### config.mk
export PLATFORM = sky130hd
export DESIGN_NAME = two_value_multimap_table
export DESIGN_NICKNAME = d
export VERILOG_FILES = /design/src/sv/mvt_pkg.sv /design/src/sv/two_value_multimap_table.sv /design/src/sv/mvt_ram.sv /design/src/sv/mvt_ctrl.sv
export SDC_FILE = /design/constraint.sdc
export NUM_CORES = 2
export LEC_CHECK = 0
export BUFFER_PORTS_ARGS = -buffer_cell sky130_fd_sc_hd__buf_2
export CORE_MARGIN = 4
export CORE_UTILIZATION = 53
export DETAILED_ROUTE_END_ITERATION = 10
export PLACE_DENSITY = 0.8
export SLEW_MARGIN = 15
export SYNTH_ARGS = -nofsm -noshare
export SYNTH_HDL_FRONTEND = slang
export SYNTH_SLANG_ARGS = --single-unit
export TNS_END_PERCENT = 10
### constraint.sdc
create_clock -name clk -period 6.44 [get_ports clk]
set_input_delay 1.288 -clock clk [delete_from_list [all_inputs] [get_ports clk]]
set_output_delay 1.288 -clock clk [all_outputs]
set_load 0.01 [all_outputs]
### src/sv/mvt_pkg.sv
`default_nettype none

package mvt_pkg;

  // Table sizing
  localparam int TABLE_DEPTH = 16;
  localparam int MAX_PER_KEY = 2;
  localparam int AW          = $clog2(TABLE_DEPTH);
  localparam int CNT_W       = $clog2(TABLE_DEPTH + 1);

  // Field widths
  localparam int KIND_W   = 2;
  localparam int DATA_W   = 32;
  localparam int CAP_W    = 5;
  localparam int STATUS_W = 2;
  localparam int FOUND_W  = 2;
  localparam int ENTRY_W  = 5;
  localparam int CFG_IDX_W = 1;

  localparam int IN_TDATA_W  = 64;
  localparam int OUT_TDATA_W = 80;

  typedef logic [CNT_W-1:0] cnt_t;
  typedef logic [AW-1:0]    addr_t;

  typedef enum logic [KIND_W-1:0] {
    KIND_ADD    = 2'd0,
    KIND_SEARCH = 2'd1,
    KIND_REMOVE = 2'd2
  } kind_e;

  typedef enum logic [STATUS_W-1:0] {
    ST_OK   = 2'd0,
    ST_MISS = 2'd1,
    ST_FULL = 2'd2
  } status_e;

  typedef enum logic [CFG_IDX_W-1:0] {
    CFG_CAP    = 1'd0,
    CFG_ABSENT = 1'd1
  } cfg_idx_e;

  typedef enum logic [2:0] {
    S_IDLE,
    S_SCAN,
    S_APPEND,
    S_MOVE_RD,
    S_MOVE_WR,
    S_DONE
  } state_e;

  // One table entry as stored in the RAM
  typedef struct packed {
    logic [DATA_W-1:0] key;
    logic [DATA_W-1:0] value;
  } entry_t;

  localparam int ENTRY_BITS = $bits(entry_t);

  // RAM access request from the sequencer
  typedef struct packed {
    logic   we;
    addr_t  waddr;
    entry_t wdata;
    logic   re;
    addr_t  raddr;
  } mem_req_t;

  // One result item
  typedef struct packed {
    logic               is_empty;
    logic               is_full;
    logic [ENTRY_W-1:0] entry_count;
    logic [FOUND_W-1:0] found_count;
    logic [DATA_W-1:0]  second_value;
    logic [DATA_W-1:0]  first_value;
    status_e            status;
  } res_t;

  // Capacity register saturated to 1..TABLE_DEPTH
  function automatic cnt_t eff_limit(input logic [CAP_W-1:0] cap);
    cnt_t lim;
    if (cap == '0) begin
      lim = CNT_W'(1);
    end else if (32'(cap) > TABLE_DEPTH) begin
      lim = CNT_W'(TABLE_DEPTH);
    end else begin
      lim = CNT_W'(cap);
    end
    return lim;
  endfunction

endpackage

`default_nettype wire

### src/sv/two_value_multimap_table.sv
// A request is taken in the idle state; where a scan is needed it reads one stored entry a cycle
//   from the single RAM read port, followed where needed by the append write or the
//   move read and write, and the done state then loads the output register. in_tready is
//   high only in the idle state, so one request is in flight at a time. A waiting result
//   holds the sequencer in its done state, so a second request stalls behind it.
// Reset: rst_n synchronous, active low; clears the entry count, sets capacity to 16 and
//   the absent value to 0. The RAM is not cleared; only stored entries are ever read.
`default_nettype none

module two_value_multimap_table (
  input  wire logic                              clk,
  input  wire logic                              rst_n,
  // config port
  input  wire logic                              cfg_we,
  input  wire logic [mvt_pkg::CFG_IDX_W-1:0]     cfg_index,
  input  wire logic [mvt_pkg::DATA_W-1:0]        cfg_data,
  // request stream
  input  wire logic                              in_tvalid,
  output      logic                              in_tready,
  input  wire logic [mvt_pkg::IN_TDATA_W-1:0]    in_tdata,  // key[31:0], value[63:32]
  input  wire logic [mvt_pkg::KIND_W-1:0]        in_tuser,  // kind[1:0]
  // result stream
  output      logic                              out_tvalid,
  input  wire logic                              out_tready,
  // status[1:0], first_value[33:2], second_value[65:34], found_count[67:66],
  // entry_count[72:68], is_full[73], is_empty[74], zero[79:75]
  output      logic [mvt_pkg::OUT_TDATA_W-1:0]   out_tdata
);

  import mvt_pkg::*;

  mem_req_t mem_req;
  entry_t   mem_rdata;
  logic     res_valid;
  logic     res_free;
  res_t     res;
  logic     out_tvalid_r;
  logic [OUT_TDATA_W-1:0] out_tdata_r;

  assign res_free = !out_tvalid_r || out_tready;

  mvt_ctrl u_ctrl (
    .clk       (clk),
    .rst_n     (rst_n),
    .cfg_we    (cfg_we),
    .cfg_index (cfg_index),
    .cfg_data  (cfg_data),
    .req_valid (in_tvalid),
    .req_ready (in_tready),
    .req_kind  (in_tuser),
    .req_key   (in_tdata[DATA_W-1:0]),
    .req_value (in_tdata[2*DATA_W-1:DATA_W]),
    .mem_req   (mem_req),
    .mem_rdata (mem_rdata),
    .res_valid (res_valid),
    .res_free  (res_free),
    .res       (res)
  );

  mvt_ram #(
    .DEPTH (TABLE_DEPTH),
    .WIDTH (ENTRY_BITS)
  ) u_ram (
    .clk   (clk),
    .we    (mem_req.we),
    .waddr (mem_req.waddr),
    .wdata (mem_req.wdata),
    .re    (mem_req.re),
    .raddr (mem_req.raddr),
    .rdata (mem_rdata)
  );

  // Output register: holds one result until the transfer completes
  always_ff @(posedge clk) begin
    if (!rst_n) begin
      out_tvalid_r <= 1'b0;
    end else if (res_free) begin
      out_tvalid_r <= res_valid;
    end
  end

  always_ff @(posedge clk) begin
    if (res_free && res_valid) begin
      out_tdata_r <= OUT_TDATA_W'(res);
    end
  end

  assign out_tvalid = out_tvalid_r;
  assign out_tdata  = out_tdata_r;

endmodule

`default_nettype wire

### src/sv/mvt_ram.sv
`default_nettype none

module mvt_ram #(
  parameter int DEPTH = 16,
  parameter int WIDTH = 64
) (
  input  wire logic                     clk,
  input  wire logic                     we,
  input  wire logic [$clog2(DEPTH)-1:0] waddr,
  input  wire logic [WIDTH-1:0]         wdata,
  input  wire logic                     re,
  input  wire logic [$clog2(DEPTH)-1:0] raddr,
  output      logic [WIDTH-1:0]         rdata
);

  logic [WIDTH-1:0] mem [DEPTH];

  // Single write port, registered read port
  always_ff @(posedge clk) begin
    if (we) begin
      mem[waddr] <= wdata;
    end
    if (re) begin
      rdata <= mem[raddr];
    end
  end

endmodule

`default_nettype wire

### src/sv/mvt_ctrl.sv
`default_nettype none

module mvt_ctrl (
  input  wire logic                           clk,
  input  wire logic                           rst_n,
  // config
  input  wire logic                           cfg_we,
  input  wire logic [mvt_pkg::CFG_IDX_W-1:0]  cfg_index,
  input  wire logic [mvt_pkg::DATA_W-1:0]     cfg_data,
  // request
  input  wire logic                           req_valid,
  output      logic                           req_ready,
  input  wire logic [mvt_pkg::KIND_W-1:0]     req_kind,
  input  wire logic [mvt_pkg::DATA_W-1:0]     req_key,
  input  wire logic [mvt_pkg::DATA_W-1:0]     req_value,
  // RAM
  output      mvt_pkg::mem_req_t              mem_req,
  input  wire mvt_pkg::entry_t                mem_rdata,
  // result
  output      logic                           res_valid,
  input  wire logic                           res_free,
  output      mvt_pkg::res_t                  res
);

  import mvt_pkg::*;

  state_e             state_r, state_nxt;
  logic [KIND_W-1:0]  kind_r, kind_nxt;
  logic [DATA_W-1:0]  key_r, key_nxt;
  logic [DATA_W-1:0]  val_r, val_nxt;
  cnt_t               cnt_r, cnt_nxt;
  cnt_t               iss_r, iss_nxt;
  logic               rvld_r, rvld_nxt;
  cnt_t               ridx_r, ridx_nxt;
  logic [FOUND_W-1:0] hits_r, hits_nxt;
  logic [DATA_W-1:0]  first_r, first_nxt;
  logic [DATA_W-1:0]  second_r, second_nxt;
  status_e            status_r, status_nxt;
  addr_t              pos_r, pos_nxt;
  logic [CAP_W-1:0]   cap_r;
  logic [DATA_W-1:0]  absent_r;

  cnt_t lim;
  cnt_t last_idx;
  logic issue;
  logic last;
  logic key_hit;
  logic pair_hit;

  assign lim      = eff_limit(cap_r);
  assign last_idx = cnt_r - CNT_W'(1);
  assign last     = (ridx_r == last_idx);
  assign key_hit  = (mem_rdata.key == key_r);
  assign pair_hit = key_hit && (mem_rdata.value == val_r);

  // Config registers
  always_ff @(posedge clk) begin
    if (!rst_n) begin
      cap_r    <= CAP_W'(16);
      absent_r <= '0;
    end else if (cfg_we) begin
      if (cfg_index == CFG_CAP) begin
        cap_r <= cfg_data[CAP_W-1:0];
      end
      if (cfg_index == CFG_ABSENT) begin
        absent_r <= cfg_data;
      end
    end
  end

  // Control state
  always_ff @(posedge clk) begin
    if (!rst_n) begin
      state_r <= S_IDLE;
      cnt_r   <= '0;
      rvld_r  <= 1'b0;
    end else begin
      state_r <= state_nxt;
      cnt_r   <= cnt_nxt;
      rvld_r  <= rvld_nxt;
    end
  end

  // Request payload and scan bookkeeping
  always_ff @(posedge clk) begin
    kind_r   <= kind_nxt;
    key_r    <= key_nxt;
    val_r    <= val_nxt;
    iss_r    <= iss_nxt;
    ridx_r   <= ridx_nxt;
    hits_r   <= hits_nxt;
    first_r  <= first_nxt;
    second_r <= second_nxt;
    status_r <= status_nxt;
    pos_r    <= pos_nxt;
  end

  // Sequencer: scan entries one read per cycle, then append or move-last-into-hole as needed
  always_comb begin
    state_nxt  = state_r;
    kind_nxt   = kind_r;
    key_nxt    = key_r;
    val_nxt    = val_r;
    cnt_nxt    = cnt_r;
    iss_nxt    = iss_r;
    rvld_nxt   = 1'b0;
    ridx_nxt   = ridx_r;
    hits_nxt   = hits_r;
    first_nxt  = first_r;
    second_nxt = second_r;
    status_nxt = status_r;
    pos_nxt    = pos_r;
    issue      = 1'b0;

    mem_req.we    = 1'b0;
    mem_req.waddr = cnt_r[AW-1:0];
    mem_req.wdata = '{key: key_r, value: val_r};
    mem_req.re    = 1'b0;
    mem_req.raddr = iss_r[AW-1:0];

    req_ready = (state_r == S_IDLE);
    res_valid = 1'b0;

    case (state_r)
      S_IDLE: begin
        if (req_valid) begin
          kind_nxt   = req_kind;
          key_nxt    = req_key;
          val_nxt    = req_value;
          hits_nxt   = '0;
          first_nxt  = absent_r;
          second_nxt = absent_r;
          iss_nxt    = '0;
          status_nxt = ST_MISS;
          case (req_kind)
            KIND_ADD: begin
              if (cnt_r >= lim) begin
                status_nxt = ST_FULL;
                state_nxt  = S_DONE;
              end else if (cnt_r == '0) begin
                state_nxt = S_APPEND;
              end else begin
                state_nxt = S_SCAN;
              end
            end
            KIND_SEARCH, KIND_REMOVE: begin
              state_nxt = (cnt_r == '0) ? S_DONE : S_SCAN;
            end
            default: begin
              state_nxt = S_DONE;
            end
          endcase
        end
      end

      S_SCAN: begin
        issue      = (iss_r < cnt_r);
        mem_req.re = issue;
        iss_nxt    = iss_r + CNT_W'(issue);
        rvld_nxt   = issue;
        ridx_nxt   = iss_r;
        if (rvld_r) begin
          case (kind_r)
            KIND_ADD: begin
              if (key_hit && hits_r == 2'd1) begin
                status_nxt = ST_MISS;
                state_nxt  = S_DONE;
              end else begin
                if (key_hit) begin
                  hits_nxt = hits_r + 2'd1;
                end
                if (last) begin
                  state_nxt = S_APPEND;
                end
              end
            end
            KIND_SEARCH: begin
              if (key_hit) begin
                if (hits_r == '0) begin
                  first_nxt = mem_rdata.value;
                end else begin
                  second_nxt = mem_rdata.value;
                end
                hits_nxt = hits_r + 2'd1;
              end
              if ((key_hit && hits_r == 2'd1) || last) begin
                status_nxt = (key_hit || hits_r != '0) ? ST_OK : ST_MISS;
                state_nxt  = S_DONE;
              end
            end
            KIND_REMOVE: begin
              if (pair_hit) begin
                pos_nxt = ridx_r[AW-1:0];
                if (last) begin
                  cnt_nxt    = last_idx;
                  status_nxt = ST_OK;
                  state_nxt  = S_DONE;
                end else begin
                  state_nxt = S_MOVE_RD;
                end
              end else if (last) begin
                status_nxt = ST_MISS;
                state_nxt  = S_DONE;
              end
            end
            default: begin
              state_nxt = S_DONE;
            end
          endcase
        end
      end

      S_APPEND: begin
        mem_req.we = 1'b1;
        cnt_nxt    = cnt_r + CNT_W'(1);
        status_nxt = ST_OK;
        state_nxt  = S_DONE;
      end

      S_MOVE_RD: begin
        mem_req.re    = 1'b1;
        mem_req.raddr = last_idx[AW-1:0];
        state_nxt     = S_MOVE_WR;
      end

      S_MOVE_WR: begin
        mem_req.we    = 1'b1;
        mem_req.waddr = pos_r;
        mem_req.wdata = mem_rdata;
        cnt_nxt       = last_idx;
        status_nxt    = ST_OK;
        state_nxt     = S_DONE;
      end

      S_DONE: begin
        res_valid = 1'b1;
        if (res_free) begin
          state_nxt = S_IDLE;
        end
      end

      default: begin
        state_nxt = S_IDLE;
      end
    endcase
  end

  // Result fields; count and flags reflect the table after this request
  always_comb begin
    res.status       = status_r;
    res.first_value  = first_r;
    res.second_value = second_r;
    res.found_count  = (kind_r == KIND_SEARCH) ? hits_r : '0;
    res.entry_count  = ENTRY_W'(cnt_r);
    res.is_full      = (cnt_r >= lim);
    res.is_empty     = (cnt_r == '0);
  end

`ifndef SYNTHESIS
  a_cnt_bound: assert property (@(posedge clk) disable iff (!rst_n)
    32'(cnt_r) <= TABLE_DEPTH)
    else $error("entry count beyond table depth");

  a_we_states: assert property (@(posedge clk) disable iff (!rst_n)
    mem_req.we |-> (state_r == S_APPEND || state_r == S_MOVE_WR))
    else $error("RAM write outside append or move");

  a_append_room: assert property (@(posedge clk) disable iff (!rst_n)
    state_r == S_APPEND |-> cnt_r < lim)
    else $error("append at or above limit");

  a_cnt_step: assert property (@(posedge clk) disable iff (!rst_n)
    ($past(rst_n) && cnt_r != $past(cnt_r)) |->
      (cnt_r == $past(cnt_r) + CNT_W'(1) || cnt_r == $past(cnt_r) - CNT_W'(1)))
    else $error("entry count moved by more than one");

  a_scan_range: assert property (@(posedge clk) disable iff (!rst_n)
    (state_r == S_SCAN && rvld_r) |-> ridx_r < cnt_r)
    else $error("scan read beyond stored entries");
`endif

endmodule

`default_nettype wire

Word-level counts from Yosys, hierarchy flattened. Memories as Yosys holds them, arrays and structs flattened. A register that Yosys moved wholly into a read port is not among the register bits. Cells that the tools add are included.

Flip-flop bits (word level): 270. Logic and storage cells: 149. Bits of input ports: 104. Memory bits (writable): 1024. Output and inout bits: 82. Memories: 1.

Memory list: u_ram.mem (depth 16, bits a word 64, rd ports 1, clocked after memory_dff 1, write ports 1, line mvt_ram.sv:16) `logic [WIDTH-1:0] mem [DEPTH];`.

Muxes and demuxes: 60. Magnitude comparators: 3. Bitwise gates (word level): 1. Add/sub/neg operators: 4. Reduce and logical (&&, ||, !) cells: 31. Eq/ne operators: 31.

Operators with widths (count): $mux W32 (9); $pmux W32 S2 (2); $mux W68 (1); $eq A32 B32 Y1 (2); $mux W5 (7); $mux W3 (11); $mux W2 (14); $reduce_and A6 Y1 (3); $pmux W3 S5 (1); $pmux W5 S3 (1); $ne A2 B1 Y1 const B (6); $ne A3 B2 Y1 const B (4); $pmux W2 S3 (2); $logic_not A5 Y1 (2); $pmux W5 S2 (1); $reduce_and A2 Y1 (5); $reduce_and A5 Y1 (2); $pmux W3 S3 (1); $ne A2 B2 Y1 const B (4); $ne A4 B2 Y1 const B (2); $pmux W2 S2 (2); $reduce_and A7 Y1 (1); $eq A2 B1 Y1 const B (3); $eq A3 B2 Y1 const B (2); other kinds (27) (42).

Logic depth before layout (Yosys ltp).
Word-level depth: 8. Depth in mapped cells: 12. Depth with buffers taken out: 12.

Hierarchy. From an unflattened synthesis, not the netlist that was laid out.

Cell total of the unflattened synthesis: 2513. Area total of the unflattened synthesis: 51659.5 um^2.

Modules (own cells, without submodules): mvt_ram (area an instance 40222.3 um^2, times used 1, sequential area each 32671.3 um^2, cells an instance 1647); mvt_ctrl (area an instance 9086.2 um^2, times used 1, sequential area each 5365.1 um^2, cells an instance 780); two_value_multimap_table (area an instance 2351.0 um^2, times used 1, sequential area each 2272.2 um^2, cells an instance 86).

Worst setup path before layout. No wires, ideal clock.

Path type: input port to flip-flop. Start: input port out_tready. End: register out_tdata_r[0] (netlist: out_tdata[0]) (enable). Cell stages on the path: 2. Library setup time: 0.517 ns. Path slack: 1.154 ns. Arrival: 4.769 ns. Path buffers: 0. Path through: nand2b_1 nor2b_1.

Cells in the longest elaborated chain, start to end: 2.

Ends and longest elaborated chain: start, declared (line two_value_multimap_table.sv:24) `input wire logic out_tready,`; $logic_or A1 B1 Y1 (line two_value_multimap_table.sv:40) `assign res_free = !out_tvalid_r || out_tready;`; $logic_and A1 B1 Y1 (line two_value_multimap_table.sv:83) `if (res_free && res_valid) begin`; end signal, assigned (line two_value_multimap_table.sv:84) `out_tdata_r <= OUT_TDATA_W'(res);`; end, declared (line two_value_multimap_table.sv:38) `logic [OUT_TDATA_W-1:0] out_tdata_r;`.

Every way passes these cells. A chain may end at the register's enable or synchronous reset.

Final worst setup path.
Start: register u_ctrl.key_r[27]. End: register u_ctrl.second_r[18] (enable).

Cells in the longest elaborated chain, start to end: 3.

Ends and longest elaborated chain: start, declared (line mvt_ctrl.sv:29) `logic [DATA_W-1:0] key_r, key_nxt;`; start signal, assigned (line mvt_ctrl.sv:87) `key_r <= key_nxt;`; $eq A32 B32 Y1 (line mvt_ctrl.sv:53) `assign key_hit = (mem_rdata.key == key_r);`; $ne A2 B1 Y1 (no source line); $reduce_and A6 Y1 (no source line); end signal, assigned (line mvt_ctrl.sv:93) `second_r <= second_nxt;`; end, declared (line mvt_ctrl.sv:37) `logic [DATA_W-1:0] second_r, second_nxt;`.

Every way passes these cells.

==> impl_metrics.py <==
metrics = {
    "setup_path": {
        "cp_num_cells": 7,
        "cp_slowest_cell": "a21oi_4",
        "worstSetupEndpointType": "flop",
        "critical_path.top_delay_family": "simple AND/OR/NAND/NOR gates",
        "crit_path_start": "u_ctrl.key_r[27]",
        "critPathBufInv": 0,
        "path_max_fanout": 32,
        "endpoint": "u_ctrl.second_r[18]",
        "path_cells": "xnor2_1 > nand4_1 > nor4_4 > and2_2 > a21o_1 > nand2_1 > a21oi_4",
        "slowest_delay_ns": 0.96,
        "r2r-end": "u_ctrl.second_r[18]",
        "reg2reg_depth": 7,
        "start_kind": "flop",
        "required_ns": 6.76,
        "rrSetupSlack_ns": 2.45,
        "crit_type": "reg2reg",
        "r2r_start": "u_ctrl.key_r[27]",
        "cp.arrival_ns": 4.31,
    },
    "power": {
        "p_total_mw": 25.8,
        "p_per_area_nw_per_um2": 436,
        "peakVddDrop_uv": 512,
        "p_leak_nw": 20.2,
    },
    "final_layout": {
        "finalNonFillerCells": 4277,
        "drive_above_1_share": 0.241,
        "syn2layout_area_growth_pct": 12.9,
        "final_cell_mix": "1311 x edfxtp_1, 377 x nand2_1, 256 x mux4_2",
        "layout_commonest_cell": "edfxtp_1",
        "nets": 3009,
    },
    "sta": {
        "tightestPinTransition_ns": 1.17,
        "whs_ns": 0.414,
        "finalSetupViolCount": 0,
        "min_period_ns": 3.99,
        "slew_viol_final": 0,
        "rsz0062_at_grt": "false",
        "hold_violations": 0,
        "finClkSkew_ns": 0.0256,
        "period_share": 0.620,
        "finalSetupTns_ns": 0,
        "slew_headroom": 0.221,
        "max_clock_freq_mhz": 250,
    },
    "status": {
        "status": "completed",
    },
    "synth": {
        "yosysUniqueCellTypes": 60,
        "ys.flop_type": "edfxtp_1",
        "synth_edf_count": 1311,
        "ys_seq_area_frac": 0.769,
        "synth-async-reset-ratio": 0,
        "synthCells": 2655,
        "synth.avg_cell_area_um2": 19.7,
        "yosysWarningCount": 0,
        "synth-seq-cells": 1358,
        "synth_area_um2": 52400,
    },
    "floorplan": {
        "boundaryPins": 186,
        "die_h_um": 322,
        "die_w_um": 322,
        "rows": 115,
        "start_util": 0.533,
        "die_area_um2": 104000,
        "coreArea_um2": 98300,
    },
    "route": {
        "detail_route.drc_violations": 0,
        "vias": 27000,
        "drt_iter0_markers": 3567,
        "drt_first_pass_iters": 9,
        "ant_nets": 0,
        "wire_per_inst_um": 28.6,
        "drt-vias-per-instance": 6.31,
        "routed_wl_mm": 122,
    },
    "clocking": {
        "clk-insertion-delay-late_ns": 0.71,
        "cts_tree": "yes",
        "htreeDepth": 3,
        "post_cts_buffers": 0,
        "cts_root_buf": "clkbuf_16",
        "clock_sinks": 1358,
        "cts-hold-fix-buffers": 0,
        "clk_path_buf_depth": 3,
        "numCtsBuffers": 121,
        "cts_resized": 0,
        "clk_pin_slew_ns": 0.06,
    },
    "grt": {
        "grt_use_total": 0.237,
        "antenna_found_initial": 7,
        "grt_max_degree": 149,
        "grt_overflow": 0,
        "grt_pass1_vias": 27100,
        "grt_pass1_wl_mm": 181,
    },
    "flow_run": {
        "maxCapViolCount": 0,
    },
    "worst_hold_path": {
        "holdCritPathClass": "reg2reg",
    },
    "place": {
        "io_buffers": 180,
        "routabilityCongestion": 0.821,
        "placed_cells": 4048,
        "hpwl_mm": 64.3,
    },
}
[stage by stage]
stage               utilization  worst slack [ns]  cell area [um2]
global placement          0.560              2.51            55000
finish                    0.602              2.45            59100
global route              0.602              2.19            59100
detailed placement        0.560              2.36            55000
CTS                       0.602              2.38            59100
floorplan                     -              1.15            52400
[logic make-up (layout without fill, tap and decap cells)]
kind of cell | count (synthesis) | count (layout) | share of synthesized area
AO/OA/AOI/OAI | 95 | 95 | 0.0116
XOR/XNOR | 76 | 76 | 0.0127
adder cells (fa/ha/maj) | 21 | 21 | 0.00501
buffers and inverters | 149 | 479 | 0.0136
flip-flops | 1358 | 1358 | 0.769
multiplexers | 455 | 455 | 0.148
other | 1 | 6 | 0.0000716
AND/OR/NAND/NOR | 500 | 500 | 0.0398
[how the worst min path moves through the flow]
stage | startpoint | to | slack, ns | cells after the start
after floorplan | u_ctrl.status_r[0] | out_tdata[0] | 0.40 | 0
after global placement | u_ctrl.first_r[20] | out_tdata[22] | 0.40 | 0
after detailed placement | u_ctrl.first_r[26] | out_tdata[28] | 0.40 | 0
after CTS | u_ctrl.first_r[5] | out_tdata[7] | 0.41 | 0
after global routing | u_ctrl.first_r[5] | out_tdata[7] | 0.41 | 0
final | u_ctrl.first_r[5] | out_tdata[7] | 0.41 | 0
[Yosys cell counts (3+ instances only)]
cell,n,share of area
nand2_1,379,0.027
o21ai_0,7,0.00067
ha_1,21,0.0050
a21o_1,5,0.00072
clkbuf_1,56,0.0040
nor2_1,49,0.0035
dfxtp_1,47,0.018
xor2_1,6,0.0010
and2_1,11,0.0013
buf_4,30,0.0043
buf_1,8,0.00057
nand4_1,17,0.0020
o31ai_1,3,0.00043
a21boi_0,3,0.00043
a21oi_1,50,0.0048
nor3_1,12,0.0011
xnor2_1,70,0.012
nand3_1,8,0.00076
a31oi_1,5,0.00060
mux2i_1,199,0.038
edfxtp_1,1311,0.75
buf_2,33,0.0032
inv_1,21,0.0015
mux4_2,256,0.11
nand2b_1,6,0.00072
[power breakdown]
part	leakage, nW	total, mW	switching [mW]	internal, mW
Clock	2.02	7.46	3.17	4.29
Combinational	5.92	6.23	3.91	2.31
Sequential	12.3	12.1	0.405	11.7
Total	20.2	25.8	7.49	18.3
[sequential cells by signal (all words and copies together), names as in the netlist, 3 cells and up]
signal           flops
out_tdata           75
u_ctrl.absent_r     32
u_ctrl.cap_r         5
u_ctrl.cnt_r         5
u_ctrl.first_r      32
u_ctrl.iss_r         5
u_ctrl.key_r        32
u_ctrl.pos_r         4
u_ctrl.ridx_r        5
u_ctrl.second_r     32
u_ctrl.state_r       3
u_ctrl.val_r        32
u_ram.mem         1024
u_ram.rdata         64
[worst reg2reg max path, stage by stage (launching register included)]
cell	delay, ns
edfxtp_1	0.43
xnor2_1	0.52
nand4_1	0.35
nor4_4	0.73
and2_2	0.35
a21o_1	0.13
nand2_1	0.13
a21oi_4	0.96
[layer usage]
metal / vias up / routed length [um] / global-route usage
met5: - / 42 / 0
met1: 14000 / 45500 / 0.331
li1: 11000 / - / -
met2: 1811 / 60800 / 0.390
met3: 260 / 12700 / 0.0428
met4: 6 / 3330 / 0.0669
[final cells by class]
cell class | instances | area [um2]
Multi-Input combinational cell | 1152 | 11600
Timing Repair Buffer | 229 | 1410
Inverter | 22 | 82.6
Clock buffer | 147 | 3260
Tap cell | 1287 | 1610
Antenna cell | 1 | 2.50
Clock inverter | 81 | 867
Sequential cell | 1358 | 40300
Fill cell | 6568 | 39100
Power figures use the tool's default switching activity.
